[src/rtl/fesg_pkg.sv]
// ----------------------------------------------------------------------------
// Filled ellipse span generator package
// Shared widths, register indexes and the walk phase type.
// ----------------------------------------------------------------------------
package fesg_pkg;

   localparam int DEC_BITS       = 48;
   localparam int EDGE_BITS      = 10;
   localparam int ROW_BITS       = 13;
   localparam int CENTER_BITS    = 12;
   localparam int CSR_INDEX_BITS = 4;

   localparam logic [CSR_INDEX_BITS-1:0] CSR_X_RADIUS = 4'd0;
   localparam logic [CSR_INDEX_BITS-1:0] CSR_Y_RADIUS = 4'd1;
   localparam logic [CSR_INDEX_BITS-1:0] CSR_CENTER_X = 4'd2;
   localparam logic [CSR_INDEX_BITS-1:0] CSR_CENTER_Y = 4'd3;

   typedef enum logic [1:0] {
      PHASE_IDLE    = 2'd0,
      PHASE_REGION1 = 2'd1,
      PHASE_REGION2 = 2'd2,
      PHASE_CLOSE   = 2'd3
   } phase_type;

endpackage

[src/rtl/filled_ellipse_span_generator.sv]
// ----------------------------------------------------------------------------
// Filled ellipse span generator
// A request passes stages s1 to s4 and then the one-step walk update into
// the output register; one request is taken every cycle unless rsp_stall
// holds the pipeline back.
// The squares and the start decision are prepared in three earlier stages.
// Synchronous reset clears all valid flags, the walk state and the phase.
// ----------------------------------------------------------------------------
module filled_ellipse_span_generator
   import fesg_pkg::*;
#(
   parameter int RADIUS_BITS = 10
) (
   input  logic                                clock,
   input  logic                                reset,
   input  logic                                req_valid,
   output logic                                req_stall,
   input  logic                                req_restart,
   output logic                                rsp_valid,
   input  logic                                rsp_stall,
   output logic [EDGE_BITS-1:0]                rsp_edge_x,
   output logic [EDGE_BITS-1:0]                rsp_edge_y,
   output logic signed [ROW_BITS-1:0]          rsp_upper_row,
   output logic signed [ROW_BITS-1:0]          rsp_lower_row,
   output logic signed [ROW_BITS-1:0]          rsp_span_left,
   output logic signed [ROW_BITS-1:0]          rsp_span_right,
   output logic                                rsp_last,
   input  logic                                csr_valid,
   output logic                                csr_ready,
   input  logic [CSR_INDEX_BITS-1:0]           csr_index,
   input  logic [((RADIUS_BITS > CENTER_BITS) ? RADIUS_BITS : CENTER_BITS)-1:0] csr_wdata
);

   localparam int SQ_BITS   = 2 * RADIUS_BITS;
   localparam int PROD_BITS = 3 * RADIUS_BITS;

   // Configuration registers
   logic [RADIUS_BITS-1:0]        x_radius_ff;
   logic [RADIUS_BITS-1:0]        y_radius_ff;
   logic signed [CENTER_BITS-1:0] center_x_ff;
   logic signed [CENTER_BITS-1:0] center_y_ff;

   assign csr_ready = 1'b1;

   always_ff @(posedge clock) begin
      if (reset) begin
         x_radius_ff <= RADIUS_BITS'(90);
         y_radius_ff <= RADIUS_BITS'(120);
         center_x_ff <= '0;
         center_y_ff <= '0;
      end else if (csr_valid && csr_ready) begin
         unique case (csr_index)
            CSR_X_RADIUS: begin
               x_radius_ff <= csr_wdata[RADIUS_BITS-1:0];
            end
            CSR_Y_RADIUS: begin
               y_radius_ff <= csr_wdata[RADIUS_BITS-1:0];
            end
            CSR_CENTER_X: begin
               center_x_ff <= csr_wdata[CENTER_BITS-1:0];
            end
            CSR_CENTER_Y: begin
               center_y_ff <= csr_wdata[CENTER_BITS-1:0];
            end
            default: begin
            end
         endcase
      end
   end

   // Pipeline stages
   logic                   s1_valid_ff, s2_valid_ff, s3_valid_ff, s4_valid_ff;
   logic                   s1_restart_ff, s2_restart_ff, s3_restart_ff, s4_restart_ff;
   logic [SQ_BITS-1:0]     s2_rx_sq_ff, s3_rx_sq_ff, s4_rx_sq_ff;
   logic [SQ_BITS-1:0]     s2_ry_sq_ff, s3_ry_sq_ff, s4_ry_sq_ff;
   logic [RADIUS_BITS-1:0] s2_ry_ff, s3_ry_ff, s4_ry_ff;
   logic [PROD_BITS-1:0]   s3_prod_ff, s4_prod_ff;
   logic [DEC_BITS-1:0]    s4_dec_ff;

   logic out_ready, s4_ready, s3_ready, s2_ready, s1_ready, s4_fire;
   logic rsp_valid_ff;

   assign out_ready = !rsp_valid_ff || !rsp_stall;
   assign s4_ready  = !s4_valid_ff || out_ready;
   assign s3_ready  = !s3_valid_ff || s4_ready;
   assign s2_ready  = !s2_valid_ff || s3_ready;
   assign s1_ready  = !s1_valid_ff || s2_ready;
   assign s4_fire   = s4_valid_ff && out_ready;
   assign req_stall = !s1_ready;

   always_ff @(posedge clock) begin
      if (reset) begin
         s1_valid_ff <= 1'b0;
         s2_valid_ff <= 1'b0;
         s3_valid_ff <= 1'b0;
         s4_valid_ff <= 1'b0;
      end else begin
         if (s1_ready) begin
            s1_valid_ff <= req_valid;
         end
         if (s2_ready) begin
            s2_valid_ff <= s1_valid_ff;
         end
         if (s3_ready) begin
            s3_valid_ff <= s2_valid_ff;
         end
         if (s4_ready) begin
            s4_valid_ff <= s3_valid_ff;
         end
      end
   end

   always_ff @(posedge clock) begin
      if (s1_ready && req_valid) begin
         s1_restart_ff <= req_restart;
      end
      if (s2_ready && s1_valid_ff) begin
         s2_restart_ff <= s1_restart_ff;
         s2_rx_sq_ff   <= SQ_BITS'(x_radius_ff) * SQ_BITS'(x_radius_ff);
         s2_ry_sq_ff   <= SQ_BITS'(y_radius_ff) * SQ_BITS'(y_radius_ff);
         s2_ry_ff      <= y_radius_ff;
      end
      if (s3_ready && s2_valid_ff) begin
         s3_restart_ff <= s2_restart_ff;
         s3_rx_sq_ff   <= s2_rx_sq_ff;
         s3_ry_sq_ff   <= s2_ry_sq_ff;
         s3_ry_ff      <= s2_ry_ff;
         s3_prod_ff    <= PROD_BITS'(s2_rx_sq_ff) * PROD_BITS'(s2_ry_ff);
      end
      if (s4_ready && s3_valid_ff) begin
         s4_restart_ff <= s3_restart_ff;
         s4_rx_sq_ff   <= s3_rx_sq_ff;
         s4_ry_sq_ff   <= s3_ry_sq_ff;
         s4_ry_ff      <= s3_ry_ff;
         s4_prod_ff    <= s3_prod_ff;
         s4_dec_ff     <= DEC_BITS'(s3_ry_sq_ff) - DEC_BITS'(s3_prod_ff)
                          + DEC_BITS'(s3_rx_sq_ff >> 2);
      end
   end

   // Walk state
   logic [RADIUS_BITS-1:0] walk_x_ff, walk_y_ff;
   logic [PROD_BITS-1:0]   prod_x_ff, prod_y_ff;
   logic [DEC_BITS-1:0]    decision_ff;
   logic [SQ_BITS-1:0]     rx_squared_ff, ry_squared_ff;
   phase_type              phase_ff;

   logic [RADIUS_BITS-1:0] walk_x_in, walk_y_in, x_src, y_src;
   logic [PROD_BITS-1:0]   prod_x_in, prod_y_in, px_src, py_src, px_next, py_next;
   logic [DEC_BITS-1:0]    decision_in, d_src;
   logic [SQ_BITS-1:0]     rx_sq_src, ry_sq_src;
   phase_type              phase_in, ph_src, ph_step;

   always_comb begin
      x_src     = s4_restart_ff ? '0 : walk_x_ff;
      y_src     = s4_restart_ff ? s4_ry_ff : walk_y_ff;
      px_src    = s4_restart_ff ? '0 : prod_x_ff;
      py_src    = s4_restart_ff ? s4_prod_ff : prod_y_ff;
      d_src     = s4_restart_ff ? s4_dec_ff : decision_ff;
      rx_sq_src = s4_restart_ff ? s4_rx_sq_ff : rx_squared_ff;
      ry_sq_src = s4_restart_ff ? s4_ry_sq_ff : ry_squared_ff;
      ph_src    = s4_restart_ff ? PHASE_REGION1 : phase_ff;

      px_next = px_src + PROD_BITS'(ry_sq_src);
      py_next = py_src - PROD_BITS'(rx_sq_src);

      ph_step = ph_src;
      if (ph_step == PHASE_REGION1 && !(px_src < py_src)) begin
         ph_step = PHASE_REGION2;
      end
      if (ph_step == PHASE_REGION2 && y_src == '0) begin
         ph_step = PHASE_CLOSE;
      end

      walk_x_in   = x_src;
      walk_y_in   = y_src;
      prod_x_in   = px_src;
      prod_y_in   = py_src;
      decision_in = d_src;
      phase_in    = ph_step;

      unique case (ph_step)
         PHASE_REGION1: begin
            walk_x_in = x_src + RADIUS_BITS'(1);
            prod_x_in = px_next;
            if (d_src[DEC_BITS-1]) begin
               decision_in = d_src + (DEC_BITS'(px_next) << 1) + DEC_BITS'(ry_sq_src);
            end else begin
               walk_y_in   = y_src - RADIUS_BITS'(1);
               prod_y_in   = py_next;
               decision_in = d_src + (DEC_BITS'(px_next) << 1) + DEC_BITS'(ry_sq_src)
                             - (DEC_BITS'(py_next) << 1);
            end
         end
         PHASE_REGION2: begin
            walk_y_in = y_src - RADIUS_BITS'(1);
            prod_y_in = py_next;
            if (d_src[DEC_BITS-1]) begin
               decision_in = d_src + (DEC_BITS'(py_next) << 1) + DEC_BITS'(rx_sq_src);
            end else begin
               walk_x_in   = x_src + RADIUS_BITS'(1);
               prod_x_in   = px_next;
               decision_in = d_src + (DEC_BITS'(py_next) << 1) + DEC_BITS'(rx_sq_src)
                             - (DEC_BITS'(px_next) << 1);
            end
         end
         PHASE_CLOSE: begin
            phase_in = PHASE_IDLE;
         end
         PHASE_IDLE: begin
            phase_in = PHASE_IDLE;
         end
      endcase
   end

   // Emitted point and spans
   logic                       emit_valid, emit_last;
   logic [RADIUS_BITS-1:0]     emit_x, emit_y;
   logic signed [ROW_BITS-1:0] cx_wide, cy_wide, ex_wide, ey_wide;

   always_comb begin
      emit_valid = (ph_step != PHASE_IDLE);
      emit_last  = (ph_step == PHASE_CLOSE);
      emit_x     = emit_last ? x_radius_ff : x_src;
      emit_y     = emit_last ? '0 : y_src;
      cx_wide    = ROW_BITS'(center_x_ff);
      cy_wide    = ROW_BITS'(center_y_ff);
      ex_wide    = ROW_BITS'(emit_x);
      ey_wide    = ROW_BITS'(emit_y);
   end

   always_ff @(posedge clock) begin
      if (reset) begin
         phase_ff      <= PHASE_IDLE;
         walk_x_ff     <= '0;
         walk_y_ff     <= '0;
         prod_x_ff     <= '0;
         prod_y_ff     <= '0;
         decision_ff   <= '0;
         rx_squared_ff <= '0;
         ry_squared_ff <= '0;
      end else if (s4_fire) begin
         phase_ff      <= phase_in;
         walk_x_ff     <= walk_x_in;
         walk_y_ff     <= walk_y_in;
         prod_x_ff     <= prod_x_in;
         prod_y_ff     <= prod_y_in;
         decision_ff   <= decision_in;
         rx_squared_ff <= rx_sq_src;
         ry_squared_ff <= ry_sq_src;
      end
   end

   logic [EDGE_BITS-1:0]       edge_x_ff, edge_y_ff;
   logic signed [ROW_BITS-1:0] upper_row_ff, lower_row_ff, span_left_ff, span_right_ff;
   logic                       last_ff;

   always_ff @(posedge clock) begin
      if (reset) begin
         rsp_valid_ff <= 1'b0;
      end else if (out_ready) begin
         rsp_valid_ff <= s4_fire && emit_valid;
      end
   end

   always_ff @(posedge clock) begin
      if (s4_fire && emit_valid) begin
         edge_x_ff     <= EDGE_BITS'(emit_x);
         edge_y_ff     <= EDGE_BITS'(emit_y);
         upper_row_ff  <= cy_wide + ey_wide;
         lower_row_ff  <= cy_wide - ey_wide;
         span_left_ff  <= cx_wide - ex_wide + ROW_BITS'(1);
         span_right_ff <= cx_wide + ex_wide - ROW_BITS'(1);
         last_ff       <= emit_last;
      end
   end

   assign rsp_valid      = rsp_valid_ff;
   assign rsp_edge_x     = edge_x_ff;
   assign rsp_edge_y     = edge_y_ff;
   assign rsp_upper_row  = upper_row_ff;
   assign rsp_lower_row  = lower_row_ff;
   assign rsp_span_left  = span_left_ff;
   assign rsp_span_right = span_right_ff;
   assign rsp_last       = last_ff;

   // Assertions
   assert property (@(posedge clock) disable iff (reset)
      rsp_valid_ff && last_ff |-> edge_y_ff == '0)
      else $error("closing request carries a non-zero row offset");

   assert property (@(posedge clock) disable iff (reset)
      s4_valid_ff && !out_ready |=> s4_valid_ff && $stable(s4_restart_ff))
      else $error("walk stage request lost while the output was stalled");

   assert property (@(posedge clock) disable iff (reset)
      s4_fire && emit_last |=> phase_ff == PHASE_IDLE)
      else $error("walk did not return to idle after the closing span");

   assert property (@(posedge clock) disable iff (reset)
      $fell(rsp_valid_ff) |-> $past(!rsp_stall))
      else $error("result dropped without being taken");

endmodule
[config.mk]
export PLATFORM = sky130hd
export DESIGN_NAME = filled_ellipse_span_generator
export DESIGN_NICKNAME = d
export VERILOG_FILES = /design/src/rtl/fesg_pkg.sv /design/src/rtl/filled_ellipse_span_generator.sv
export SDC_FILE = /design/constraint.sdc
export NUM_CORES = 2
export LEC_CHECK = 0
export BUFFER_PORTS_ARGS = -buffer_cell sky130_fd_sc_hd__buf_2
export CAP_MARGIN = 40
export CORE_MARGIN = 5
export CORE_UTILIZATION = 34
export CTS_CLUSTER_DIAMETER = 150
export DETAILED_ROUTE_END_ITERATION = 7
export GPL_TIMING_DRIVEN = 0
export PLACE_DENSITY = 0.51
export SLEW_MARGIN = 20
export SYNTH_ARGS = -nofsm -noshare
export SYNTH_HDL_FRONTEND = slang
export SYNTH_SLANG_ARGS = --single-unit
[constraint.sdc]
create_clock -name clock -period 17.4 [get_ports clock]
set_input_delay 5.22 -clock clock [delete_from_list [all_inputs] [get_ports clock]]
set_output_delay 5.22 -clock clock [all_outputs]
set_load 0.1 [all_outputs]
==> run metrics <==
status=finished, final reports clean; Seq. cell area=13,600 µm²; Clock Pin Slew Worst Setup and Hold Paths=about 60 ps; hold crit path type=register to register; first-pass GRT wire length=about 250,000 µm; GRT Total Usage=21.7%; CTS Hold Buffers Added=0; Setup crit end kind=register; Via density=around 5.4; Fillers=14,472; row cnt=around 140; Die H=387 µm; Post-synth top flop=edfxtp_1; DRT iter0 DRCs=about 3,300; share of cells above drive strength 1=7.49%; fin. max-slew vios=0; Worst slew margin=37.3%; Setup CP Type=register to register; WL per Instance=22.5 µm; Final TNS setup=0 ps; CP peak stage delay=670 ps; Root Buffer=clkbuf_16; CTS Sinks=527; core box area=142,000 µm²; Syn-to-layout area delta=11.9%; MaxCap Viol Count=0; final setup violation count=0; RSZ-0062 raised after global routing=false; number of buffers created by CTS=57; syn avg cell area=9.11 µm²; Multi-input gate area=31,800 µm²; crit-path most repeated cell=buf_2; via count=39,970; I/O pin count=98; DRC=0; Nets=6,298; H-tree levels=2; number of enable flip-flop cells after synthesis=308; Peak Freq=approximately 73 MHz; largest net degree at the start of global routing=30; grt ovf=0; Core Util, Final=between 30% and 40%; Clock Tree Buf Depth=3; VDD IR-drop max=0.000165 V; CP Data Required Time=17,910 ps; Cell variety after synth=125; Async S/R FF share, synth=0%; dpl cells=roughly 7,400; clk_lat worst skew=about 640 ps; Setup WS post-layout=3620 ps; warning count from the yosys run=0; post_cts resized=0; # port buffers=95; Post-Syn Area=a little under 50,000 µm²; HPWL after DPL=139,000 µm; pre-CTS WS=about 3700 ps; Critical Path Start Type=register; crit-path max FO=10; Power Density=119 nW/µm²; die footprint=150,000 µm²; Final Hold Viols=0; initial core utilization=34.2%; initial antenna violation count=6; Finished Layout Cells=7,463; total setup buffers inserted after CTS=0; WL final=between 150,000 and 200,000 µm; post-synthesis sequential area ratio=28.2%; final worst-path cycle share=~79%; DRT antenna net count=0; Detailed Routing Iterations Pass 1=6; minimum clock period=about 14,000 ps; synthesis-stage register bit count=between 500 and 600; Gate Count Post-Synth=5,314; static leakage=23.7 nW; die width=between 300 and 400 µm; Worst path slowest cell=mux2i_1; Slew @ Worst Pin=915 ps; routability cong.=0.938; vias in the first global route=approximately 39,000; Setup Skew=28.7 ps; TritonCTS clock tree=built; CP arrival=14,290 ps
layer usage:
layer	track usage [%]	vias up	share of wire (%)
met5	0	-	0.0077
met4	5.86	2	3.2
met3	2.01	223	5.5
met2	35.3	1150	45
met1	30.9	19682	46
li1	-	18913	-
sequential cells by signal (all words and copies together) (netlist names), 12 cells and up:
register        count
s2_ry_sq_ff        19
s3_prod_ff         30
prod_y_ff          30
s4_dec_ff          32
rx_squared_ff      20
center_y_ff        12
s4_prod_ff         30
rsp_span_left      13
s3_ry_sq_ff        19
rsp_span_right     12
rsp_upper_row      13
decision_ff        48
s3_rx_sq_ff        19
rsp_lower_row      12
ry_squared_ff      20
center_x_ff        12
s4_ry_sq_ff        19
prod_x_ff          30
s2_rx_sq_ff        19
s4_rx_sq_ff        19
worst max-delay path, delay by kind of cell (launching register included):
family | cells | cell delay (ps)
muxes | 2 | 1070
AOI/OAI and AO/OA | 14 | 3960
and+or+nand+nor | 9 | 1920
xor gates and xnor gates | 1 | 210
DFF | 1 | 450
adders and majority gates | 4 | 1690
buffers and inverters | 13 | 4270
placed cells by master (no fill, tap or decap), types with 75 or more instances in the layout:
cell	Yosys	final
inv_1	574	574
ha_1	478	478
nand2_1	425	425
nor2_1	396	396
a21oi_1	357	355
edfxtp_1	308	308
fa_1	271	271
o21ai_0	245	245
xnor2_1	232	232
dfxtp_1	219	219
and2_1	160	160
clkbuf_1	157	157
a21o_1	130	130
mux2i_1	129	129
buf_2	21	120
xor2_1	107	107
nor2b_1	90	89
nor3_1	83	83
a211oi_1	75	75
final timing paths:
path | start | slack (ps) | cells after the start | end
setup / recovery | s4_restart_ff$_DFFE_PP_ | 3620 | 43 | decision_ff[42]$_SDFFE_PP0P_
hold / removal | s3_ry_ff[7]$_DFFE_PP_ | 420 | 0 | s4_ry_ff[7]$_DFFE_PP_
hold reg to reg | s3_ry_ff[7]$_DFFE_PP_ | 420 | 0 | s4_ry_ff[7]$_DFFE_PP_
setup reg to reg | s4_restart_ff$_DFFE_PP_ | 3620 | 43 | decision_ff[42]$_SDFFE_PP0P_
Yosys cell counts (all sizes together), types with 17 or more instances:
library cell,count,share of area (%)
inv,574,4.5
ha,478,12
nand2,426,3.3
nor2,398,3.1
a21oi,359,3.7
edfxtp,308,19
fa,271,11
o21ai,270,2.8
xnor2,233,4.2
dfxtp,219,9.1
and2,160,2.1
clkbuf,157,1.2
a21o,130,2.0
mux2i,130,2.7
xor2,109,2.0
nor2b,90,1.2
nor3,85,0.91
a211oi,76,1.2
nand3,75,0.79
nand2b,54,0.70
and3,53,0.69
o21bai,51,0.79
buf,50,0.50
o211ai,47,0.85
mux2,46,1.1
a31oi,40,0.56
a22oi,34,0.53
o21a,33,0.53
nand4,29,0.39
or2,24,0.31
nor4,21,0.38
a21boi,19,0.29
o22ai,18,0.25
or3,17,0.22
area by class of cell:
| class | instances | area share, % |
|---|---|---|
| Buffer | 207 | 1.55 |
| Multi-Input combinational cell | 4008 | 58.8 |
| Clock inverter | 41 | 1.04 |
| Timing Repair Buffer | 151 | 2.40 |
| Inverter | 575 | 3.99 |
| Clock buffer | 62 | 2.67 |
| Sequential cell | 527 | 25.2 |
| Tap cell | 1890 | 4.37 |
| Antenna cell | 2 | 0.00925 |
cell families (layout without fill, tap and decap cells):
kind of cell,Yosys count,in the layout,share of synthesized area [%]
buffers and inverters,782,1036,6.17
AND/OR/NAND/NOR,1491,1491,15.1
flip-flops,527,527,28.2
adder cells (fa/ha/maj),753,753,23.7
AO/OA/AOI/OAI,1241,1241,16.8
XOR/XNOR,342,342,6.24
multiplexers,176,176,3.77
other,2,7,0.0155
where the power goes:
group | internal, mW | leakage, nW | total (mW) | switching (mW)
Sequential | 1.52 | 4.58 | 1.58 | 0.0625
Clock | 0.793 | 0.977 | 1.33 | 0.537
Combinational | 1.43 | 18.2 | 3.53 | 2.11
stage by stage:
stage / hold WS [ps] / power [mW] / instance area, µm²
6_report: 415 / 6.44 / 54100
5_1_grt: 423 / 6.94 / 54100
4_1_cts: 420 / 6.45 / 54100
3_5_place_dp: 405 / 5.10 / 52100
3_3_place_gp: 401 / 5.07 / 51200
2_1_floorplan: 400 / 4.16 / 48400
No activity file was read; power rests on OpenSTA's default activity.
